`src/hw/rtl/sgb_pkg.sv`:
```
// Shared types and constants for the segment glow blend pipeline.
package sgb_pkg;

  localparam int COORD_W  = 8;
  localparam int CHAN_W   = 8;
  localparam int WIDTH_W  = 9;
  localparam int ENERGY_W = 16;
  localparam int DSQ_W    = 17;
  localparam int PROD_W   = ENERGY_W + CHAN_W;
  localparam int DIV_CELLS = ENERGY_W;
  localparam int CFG_IDX_W  = 3;
  localparam int CFG_DATA_W = 16;

  localparam logic [ENERGY_W-1:0] ONE_Q88       = 16'd256;
  localparam logic [CHAN_W-1:0]   CHAN_MAX      = 8'd255;
  localparam logic [ENERGY_W-1:0] ENERGY_RESET  = 16'd2560;

  typedef enum logic [CFG_IDX_W-1:0] {
    CFG_SEG_START_COL = 3'd0,
    CFG_SEG_ROW       = 3'd1,
    CFG_SEG_WIDTH     = 3'd2,
    CFG_GLOW_RED      = 3'd3,
    CFG_GLOW_GREEN    = 3'd4,
    CFG_GLOW_BLUE     = 3'd5,
    CFG_GLOW_ENERGY   = 3'd6
  } cfg_idx_t;

  typedef struct packed {
    logic [COORD_W-1:0] pix_col;
    logic [COORD_W-1:0] pix_row;
    logic [CHAN_W-1:0]  in_red;
    logic [CHAN_W-1:0]  in_green;
    logic [CHAN_W-1:0]  in_blue;
  } in_t;

  typedef struct packed {
    logic [CHAN_W-1:0] out_red;
    logic [CHAN_W-1:0] out_green;
    logic [CHAN_W-1:0] out_blue;
  } out_t;

  typedef struct packed {
    logic [CHAN_W-1:0] red;
    logic [CHAN_W-1:0] green;
    logic [CHAN_W-1:0] blue;
  } rgb_t;

  // One word travelling down the divider chain.
  typedef struct packed {
    logic [DSQ_W-1:0]    rem;
    logic [ENERGY_W-1:0] dvd;
    logic [ENERGY_W-1:0] quo;
    logic [DSQ_W-1:0]    dsr;
    logic                zero;
    rgb_t                pix;
  } div_word_t;

endpackage

```
`src/hw/rtl/segment_glow_blend.sv`:
```
// Top level: config registers, front stages, divider cell chain and blend.
//
//   channel  direction  handshake          payload
//   in_      sink       in_valid/in_stall  in_t   (pix_col, pix_row, in_red..in_blue)
//   out_     source     out_valid/out_stall out_t (out_red, out_green, out_blue)
//   cfg_     sink       cfg_valid/cfg_ready cfg_index (3 bit), cfg_data (16 bit)
//
// One pixel per clock sustained while out_stall is low. The result word passes through
// two front stages, sixteen divider cells (one quotient bit each) and two blend
// stages.
// Synchronous active-low reset clears all valid bits and loads register defaults.
// Each stage holds its word only while it is full and its successor stalls, so
// bubbles are squeezed out and the input keeps flowing behind a stalled output
// until every stage is full.
module segment_glow_blend import sgb_pkg::*; (
  input  logic                  clk,
  input  logic                  rst_n,
  input  logic                  in_valid,
  output logic                  in_stall,
  input  in_t                   in_data,
  output logic                  out_valid,
  input  logic                  out_stall,
  output out_t                  out_data,
  input  logic                  cfg_valid,
  output logic                  cfg_ready,
  input  logic [CFG_IDX_W-1:0]  cfg_index,
  input  logic [CFG_DATA_W-1:0] cfg_data
);

  logic [COORD_W-1:0]  seg_start_col_r;
  logic [COORD_W-1:0]  seg_row_r;
  logic [WIDTH_W-1:0]  seg_width_r;
  logic [CHAN_W-1:0]   glow_red_r;
  logic [CHAN_W-1:0]   glow_green_r;
  logic [CHAN_W-1:0]   glow_blue_r;
  logic [ENERGY_W-1:0] glow_energy_r;

  div_word_t div_w [DIV_CELLS+1];
  logic      div_v [DIV_CELLS+1];
  logic      div_s [DIV_CELLS+1];

  assign cfg_ready = 1'b1;

  always_ff @(posedge clk) begin
    if (!rst_n) begin
      seg_start_col_r <= '0;
      seg_row_r       <= '0;
      seg_width_r     <= '0;
      glow_red_r      <= '0;
      glow_green_r    <= '0;
      glow_blue_r     <= '0;
      glow_energy_r   <= ENERGY_RESET;
    end else if (cfg_valid && cfg_ready) begin
      case (cfg_idx_t'(cfg_index))
        CFG_SEG_START_COL: seg_start_col_r <= cfg_data[COORD_W-1:0];
        CFG_SEG_ROW:       seg_row_r       <= cfg_data[COORD_W-1:0];
        CFG_SEG_WIDTH:     seg_width_r     <= cfg_data[WIDTH_W-1:0];
        CFG_GLOW_RED:      glow_red_r      <= cfg_data[CHAN_W-1:0];
        CFG_GLOW_GREEN:    glow_green_r    <= cfg_data[CHAN_W-1:0];
        CFG_GLOW_BLUE:     glow_blue_r     <= cfg_data[CHAN_W-1:0];
        CFG_GLOW_ENERGY:   glow_energy_r   <= cfg_data[ENERGY_W-1:0];
        default: ;
      endcase
    end
  end

  sgb_front u_front (
    .clk           (clk),
    .rst_n         (rst_n),
    .seg_start_col (seg_start_col_r),
    .seg_row       (seg_row_r),
    .seg_width     (seg_width_r),
    .glow_energy   (glow_energy_r),
    .in_valid      (in_valid),
    .in_stall      (in_stall),
    .in_word       (in_data),
    .out_valid     (div_v[0]),
    .out_stall     (div_s[0]),
    .out_word      (div_w[0])
  );

  for (genvar i = 0; i < DIV_CELLS; i++) begin : g_div
    sgb_div_cell u_cell (
      .clk       (clk),
      .rst_n     (rst_n),
      .in_valid  (div_v[i]),
      .in_stall  (div_s[i]),
      .in_word   (div_w[i]),
      .out_valid (div_v[i+1]),
      .out_stall (div_s[i+1]),
      .out_word  (div_w[i+1])
    );
  end

  sgb_blend u_blend (
    .clk        (clk),
    .rst_n      (rst_n),
    .glow_red   (glow_red_r),
    .glow_green (glow_green_r),
    .glow_blue  (glow_blue_r),
    .in_valid   (div_v[DIV_CELLS]),
    .in_stall   (div_s[DIV_CELLS]),
    .in_word    (div_w[DIV_CELLS]),
    .out_valid  (out_valid),
    .out_stall  (out_stall),
    .out_data   (out_data)
  );

endmodule

```
`src/hw/rtl/sgb_front.sv`:
```
// Distance and squared-distance stages ahead of the divider chain.
module sgb_front import sgb_pkg::*; (
  input  logic                clk,
  input  logic                rst_n,
  input  logic [COORD_W-1:0]  seg_start_col,
  input  logic [COORD_W-1:0]  seg_row,
  input  logic [WIDTH_W-1:0]  seg_width,
  input  logic [ENERGY_W-1:0] glow_energy,
  input  logic                in_valid,
  output logic                in_stall,
  input  in_t                 in_word,
  output logic                out_valid,
  input  logic                out_stall,
  output div_word_t           out_word
);

  logic                   va_r;
  logic [COORD_W-1:0]     dx_r, dx_nxt;
  logic [COORD_W-1:0]     dy_r, dy_nxt;
  rgb_t                   pa_r;
  logic                   vb_r;
  div_word_t              wb_r, wb_nxt;
  logic                   stall_a, stall_b;
  logic [WIDTH_W:0]       seg_end;
  logic [WIDTH_W:0]       col_ext;
  logic [2*COORD_W-1:0]   sq_x, sq_y;

  assign stall_b  = vb_r & out_stall;
  assign stall_a  = va_r & stall_b;
  assign in_stall = stall_a;

  // The segment end is kept wide so a span past the image has no right side.
  assign seg_end = {2'b00, seg_start_col} + {1'b0, seg_width};
  assign col_ext = {2'b00, in_word.pix_col};

  always_comb begin
    if (in_word.pix_col < seg_start_col) begin
      dx_nxt = seg_start_col - in_word.pix_col;
    end else if (col_ext >= seg_end) begin
      dx_nxt = COORD_W'(col_ext - seg_end);
    end else begin
      dx_nxt = '0;
    end
    if (in_word.pix_row >= seg_row) begin
      dy_nxt = in_word.pix_row - seg_row;
    end else begin
      dy_nxt = seg_row - in_word.pix_row;
    end
  end

  assign sq_x = {{COORD_W{1'b0}}, dx_r} * {{COORD_W{1'b0}}, dx_r};
  assign sq_y = {{COORD_W{1'b0}}, dy_r} * {{COORD_W{1'b0}}, dy_r};

  always_comb begin
    wb_nxt      = '0;
    wb_nxt.dsr  = {1'b0, sq_x} + {1'b0, sq_y};
    wb_nxt.zero = (dx_r == '0) && (dy_r == '0);
    wb_nxt.dvd  = glow_energy;
    wb_nxt.pix  = pa_r;
  end

  always_ff @(posedge clk) begin
    if (!rst_n) begin
      va_r <= 1'b0;
      vb_r <= 1'b0;
    end else begin
      if (!stall_a) begin
        va_r <= in_valid;
      end
      if (!stall_b) begin
        vb_r <= va_r;
      end
    end
  end

  always_ff @(posedge clk) begin
    if (!stall_a) begin
      dx_r <= dx_nxt;
      dy_r <= dy_nxt;
      pa_r <= '{red: in_word.in_red, green: in_word.in_green, blue: in_word.in_blue};
    end
    if (!stall_b) begin
      wb_r <= wb_nxt;
    end
  end

  assign out_valid = vb_r;
  assign out_word  = wb_r;

endmodule

```
`src/hw/rtl/sgb_div_cell.sv`:
```
// One restoring-division cell: resolves one quotient bit per word.
module sgb_div_cell import sgb_pkg::*; (
  input  logic      clk,
  input  logic      rst_n,
  input  logic      in_valid,
  output logic      in_stall,
  input  div_word_t in_word,
  output logic      out_valid,
  input  logic      out_stall,
  output div_word_t out_word
);

  logic             valid_r;
  div_word_t        word_r, word_nxt;
  logic             stall_up;
  logic [DSQ_W:0]   shifted;
  logic [DSQ_W:0]   diff;
  logic             fits;

  assign stall_up = valid_r & out_stall;
  assign in_stall = stall_up;

  assign shifted = {in_word.rem, in_word.dvd[ENERGY_W-1]};
  assign diff    = shifted - {1'b0, in_word.dsr};
  assign fits    = shifted >= {1'b0, in_word.dsr};

  always_comb begin
    word_nxt     = in_word;
    word_nxt.dvd = {in_word.dvd[ENERGY_W-2:0], 1'b0};
    if (fits) begin
      word_nxt.rem = diff[DSQ_W-1:0];
      word_nxt.quo = {in_word.quo[ENERGY_W-2:0], 1'b1};
    end else begin
      word_nxt.rem = shifted[DSQ_W-1:0];
      word_nxt.quo = {in_word.quo[ENERGY_W-2:0], 1'b0};
    end
  end

  always_ff @(posedge clk) begin
    if (!rst_n) begin
      valid_r <= 1'b0;
    end else if (!stall_up) begin
      valid_r <= in_valid;
    end
  end

  always_ff @(posedge clk) begin
    if (!stall_up) begin
      word_r <= word_nxt;
    end
  end

  assign out_valid = valid_r;
  assign out_word  = word_r;

  a_rem_below_dsr: assert property (@(posedge clk) disable iff (!rst_n)
    valid_r && (word_r.dsr != '0) |-> word_r.rem < word_r.dsr)
    else $error("partial remainder not below divisor");

  a_zero_flag: assert property (@(posedge clk) disable iff (!rst_n)
    valid_r |-> (word_r.zero == (word_r.dsr == '0)))
    else $error("zero-distance flag disagrees with divisor");

  a_hold_word: assert property (@(posedge clk) disable iff (!rst_n)
    valid_r && out_stall |=> valid_r && $stable(word_r))
    else $error("stalled cell dropped or changed its word");

endmodule

```
`src/hw/rtl/sgb_blend.sv`:
```
// Weight-times-glow products and saturating add into the output register.
module sgb_blend import sgb_pkg::*; (
  input  logic              clk,
  input  logic              rst_n,
  input  logic [CHAN_W-1:0] glow_red,
  input  logic [CHAN_W-1:0] glow_green,
  input  logic [CHAN_W-1:0] glow_blue,
  input  logic              in_valid,
  output logic              in_stall,
  input  div_word_t         in_word,
  output logic              out_valid,
  input  logic              out_stall,
  output out_t              out_data
);

  logic                  vp_r;
  logic [PROD_W-1:0]     prod_red_r, prod_green_r, prod_blue_r;
  rgb_t                  pix_r;
  logic                  vo_r;
  out_t                  out_r, out_nxt;
  logic [ENERGY_W-1:0]   weight;
  logic                  stall_p, stall_o;

  function automatic logic [CHAN_W-1:0] sat_add(input logic [CHAN_W-1:0] chan,
                                               input logic [PROD_W-1:0] prod);
    logic [ENERGY_W:0] sum;
    sum = {{(ENERGY_W-CHAN_W+1){1'b0}}, chan} + {1'b0, prod[PROD_W-1:CHAN_W]};
    if (sum > {{(ENERGY_W-CHAN_W+1){1'b0}}, CHAN_MAX}) begin
      return CHAN_MAX;
    end
    return sum[CHAN_W-1:0];
  endfunction

  assign stall_o  = vo_r & out_stall;
  assign stall_p  = vp_r & stall_o;
  assign in_stall = stall_p;

  // Zero distance means full weight, 1.0 in Q8.8.
  assign weight = in_word.zero ? ONE_Q88 : in_word.quo;

  always_comb begin
    out_nxt.out_red   = sat_add(pix_r.red,   prod_red_r);
    out_nxt.out_green = sat_add(pix_r.green, prod_green_r);
    out_nxt.out_blue  = sat_add(pix_r.blue,  prod_blue_r);
  end

  always_ff @(posedge clk) begin
    if (!rst_n) begin
      vp_r <= 1'b0;
      vo_r <= 1'b0;
    end else begin
      if (!stall_p) begin
        vp_r <= in_valid;
      end
      if (!stall_o) begin
        vo_r <= vp_r;
      end
    end
  end

  always_ff @(posedge clk) begin
    if (!stall_p) begin
      prod_red_r   <= {{CHAN_W{1'b0}}, weight} * {{ENERGY_W{1'b0}}, glow_red};
      prod_green_r <= {{CHAN_W{1'b0}}, weight} * {{ENERGY_W{1'b0}}, glow_green};
      prod_blue_r  <= {{CHAN_W{1'b0}}, weight} * {{ENERGY_W{1'b0}}, glow_blue};
      pix_r        <= in_word.pix;
    end
    if (!stall_o) begin
      out_r <= out_nxt;
    end
  end

  assign out_valid = vo_r;
  assign out_data  = out_r;

endmodule
```
`config.mk`:
```
export PLATFORM = sky130hd
export DESIGN_NAME = segment_glow_blend
export DESIGN_NICKNAME = d
export VERILOG_FILES = /design/src/hw/rtl/sgb_pkg.sv /design/src/hw/rtl/segment_glow_blend.sv /design/src/hw/rtl/sgb_front.sv /design/src/hw/rtl/sgb_div_cell.sv /design/src/hw/rtl/sgb_blend.sv
export SDC_FILE = /design/constraint.sdc
export NUM_CORES = 2
export LEC_CHECK = 0
export ABC_AREA = 1
export BUFFER_PORTS_ARGS = -buffer_cell sky130_fd_sc_hd__buf_2
export CORE_ASPECT_RATIO = 1.2
export CORE_UTILIZATION = 65
export DETAILED_ROUTE_END_ITERATION = 10
export PLACE_DENSITY = 0.82
export REMOVE_ABC_BUFFERS = 1
export SYNTH_ARGS = -nofsm -noshare
export SYNTH_HDL_FRONTEND = slang
export SYNTH_HIERARCHICAL = 1
export SYNTH_SLANG_ARGS = --single-unit
```
`constraint.sdc`:
```
create_clock -name clk -period 60.8 [get_ports clk]
set_clock_uncertainty 0.1 [all_clocks]
set_input_delay 3.04 -clock clk [delete_from_list [all_inputs] [get_ports clk]]
set_output_delay 3.04 -clock clk [all_outputs]
set_load 0.05 [all_outputs]
```
==> out/metrics.csv <==
metric,value,unit
status,"complete, no violations",
crit_buf_inv,22,
crit-reg2reg-launch,u_blend/out_valid,
rsz0062_at_grt,no,
dieWidth,337,um
fin_setup_tns,0,ps
startpoint_type,primary input,
max-cap-violations,0,
power.share.clock,0.154,
die_area,136000,um2
p_sw_frac,0.460,
hold_viol,0,
path_max_fanout,76,
grt_overflow_total,0,
max_freq,48.6,MHz
die_h,404,um
drt-wirelength-per-cell,18.5,um
pwr-share-seq,0.304,
h-tree-depth,4,
cpPeakStageDelay,810,ps
slew_violations,0,
gp_congestion,0.940,
drc,0,
synth-warning-count,6,
arrival,17420,ps
setup_violations,0,
dr.pass1.iters,9,
grt_pass1_vias,62858,
final_cells,11289,
critPathRequiredTime,57660,ps
ant_nets,0,
nets,10313,
power.switching,2.55,mW
cp_top_family,simple AND/OR/NAND/NOR gates,
hp-start,g_div[8].u_cell/out_word[50],
power.density,59.0,nW/um2
clk_pin_slew,60,ps
root_buffer,clkbuf_16,
final_common_cell,nand2_1,
dp.cells,11032,
cts-resized-gates,0,
synthCells,9281,
hpwl,153,mm
syn_area_per_cell,9.45,um2
grt.total_usage,0.314,
crit_path_start,out_stall,
cp-end-kind,output pin,
vias,62384,
initialDrtViolationCount,5134,
drt-total-wl,209,mm
drive_above_1_share,0.0917,
setup.worst_path.class,in2out,
cts_made_buffers,139,
avgViaCountPerCell,5.53,
post_cts_buffers,0,
top_level_ports,91,
cp_slowest_cell,nand2_4,
initial_core_util,0.655,
ir_worst_vdd,0.0683,mV
rows,147,
clk-insertion-delay-late,790,ps
cts_tree,done,
min_period,20560,ps
coreArea,134000,um2
layout_worst_path_cycle_share,0.338,
ctsHoldBuffers,0,
utilization,0.704,
final_cell_mix,"nand2_1, inv_1, edfxtp_1, nor2_1, nand3_1",
hold_path.class,reg2reg,
grt_max_degree,86,
grt_pass1_wl,331,mm
antenna_found_initial,3,
relSlewSlack,0.165,
synthToLayoutAreaGrowth,7.41,%
tightest_slew,1250,ps
combPwrFrac,0.542,
p_leak,46.5,nW
cpMostUsedCell,inv_1,
intPower,3.00,mW
clock_sinks,1445,
syn_area,87700,um2
clockBufferDepth,3,
io_buffers,89,
## metal layers
layer  share of wire  GRT usage
met2            0.51      0.561
met3           0.062     0.0468
met1            0.37      0.363
met4           0.056      0.163
met5         0.00033          0
## final cells by class
| type | instances | area (um2) |
|---|---|---|
| inverters | 1763 | 6620 |
| fillers | 9797 | 39700 |
| clock buffers | 179 | 3690 |
| diodes | 1 | 2.50 |
| multi-input cells | 5923 | 37600 |
| repair buffers | 113 | 628 |
| flip-flops and latches | 1445 | 42500 |
| clock inverters | 77 | 845 |
| well taps | 1788 | 2240 |
## flip-flops by register name (all words and copies together), names as in the netlist, 16 cells and up
name,cells
u_blend/prod_red_r,16
u_blend/prod_green_r,16
u_front/pa_r,24
glow_energy_r,16
u_blend/out_data,24
u_front/out_word,58
g_div.u_cell/out_valid,16
g_div.u_cell/out_word,1166
u_blend/pix_r,24
u_blend/prod_blue_r,16
## worst reg2reg max path: cells and delay by family, from the launching register on
kind / cells / cell delay (ps)
flip-flops: 1 / 300
buffers and inverters: 21 / 6560
AND/OR/NAND/NOR: 20 / 8150
## worst paths after layout
path,endpoint,slack (ps),depth (start not counted)
max reg2reg,u_front/pa_r[22],45280,41
min reg2reg,g_div[9].u_cell/out_word[51],310,0
max,in_stall,40240,42
min,g_div[9].u_cell/out_word[51],310,0
## power by group through the flow
stage,Clock [mW],Sequential (mW),Combinational (mW)
floorplan,0,1.61,2.27
global placement,0,1.70,2.84
detailed placement,0,1.71,2.91
CTS,0.871,1.69,2.97
global route,0.906,1.71,3.39
finish,0.855,1.69,3.01
## through the flow
step	hold slack [ps]	power (mW)	instance area (um2)	worst slack, ps
4_1_cts	304	5.53	94200	39960
5_1_grt	312	6.01	94200	38910
3_3_place_gp	301	4.54	89700	41160
6_report	307	5.55	94200	40240
3_5_place_dp	305	4.62	89700	40200
2_1_floorplan	300	3.88	86700	22620
Power figures use the tool's default switching activity.
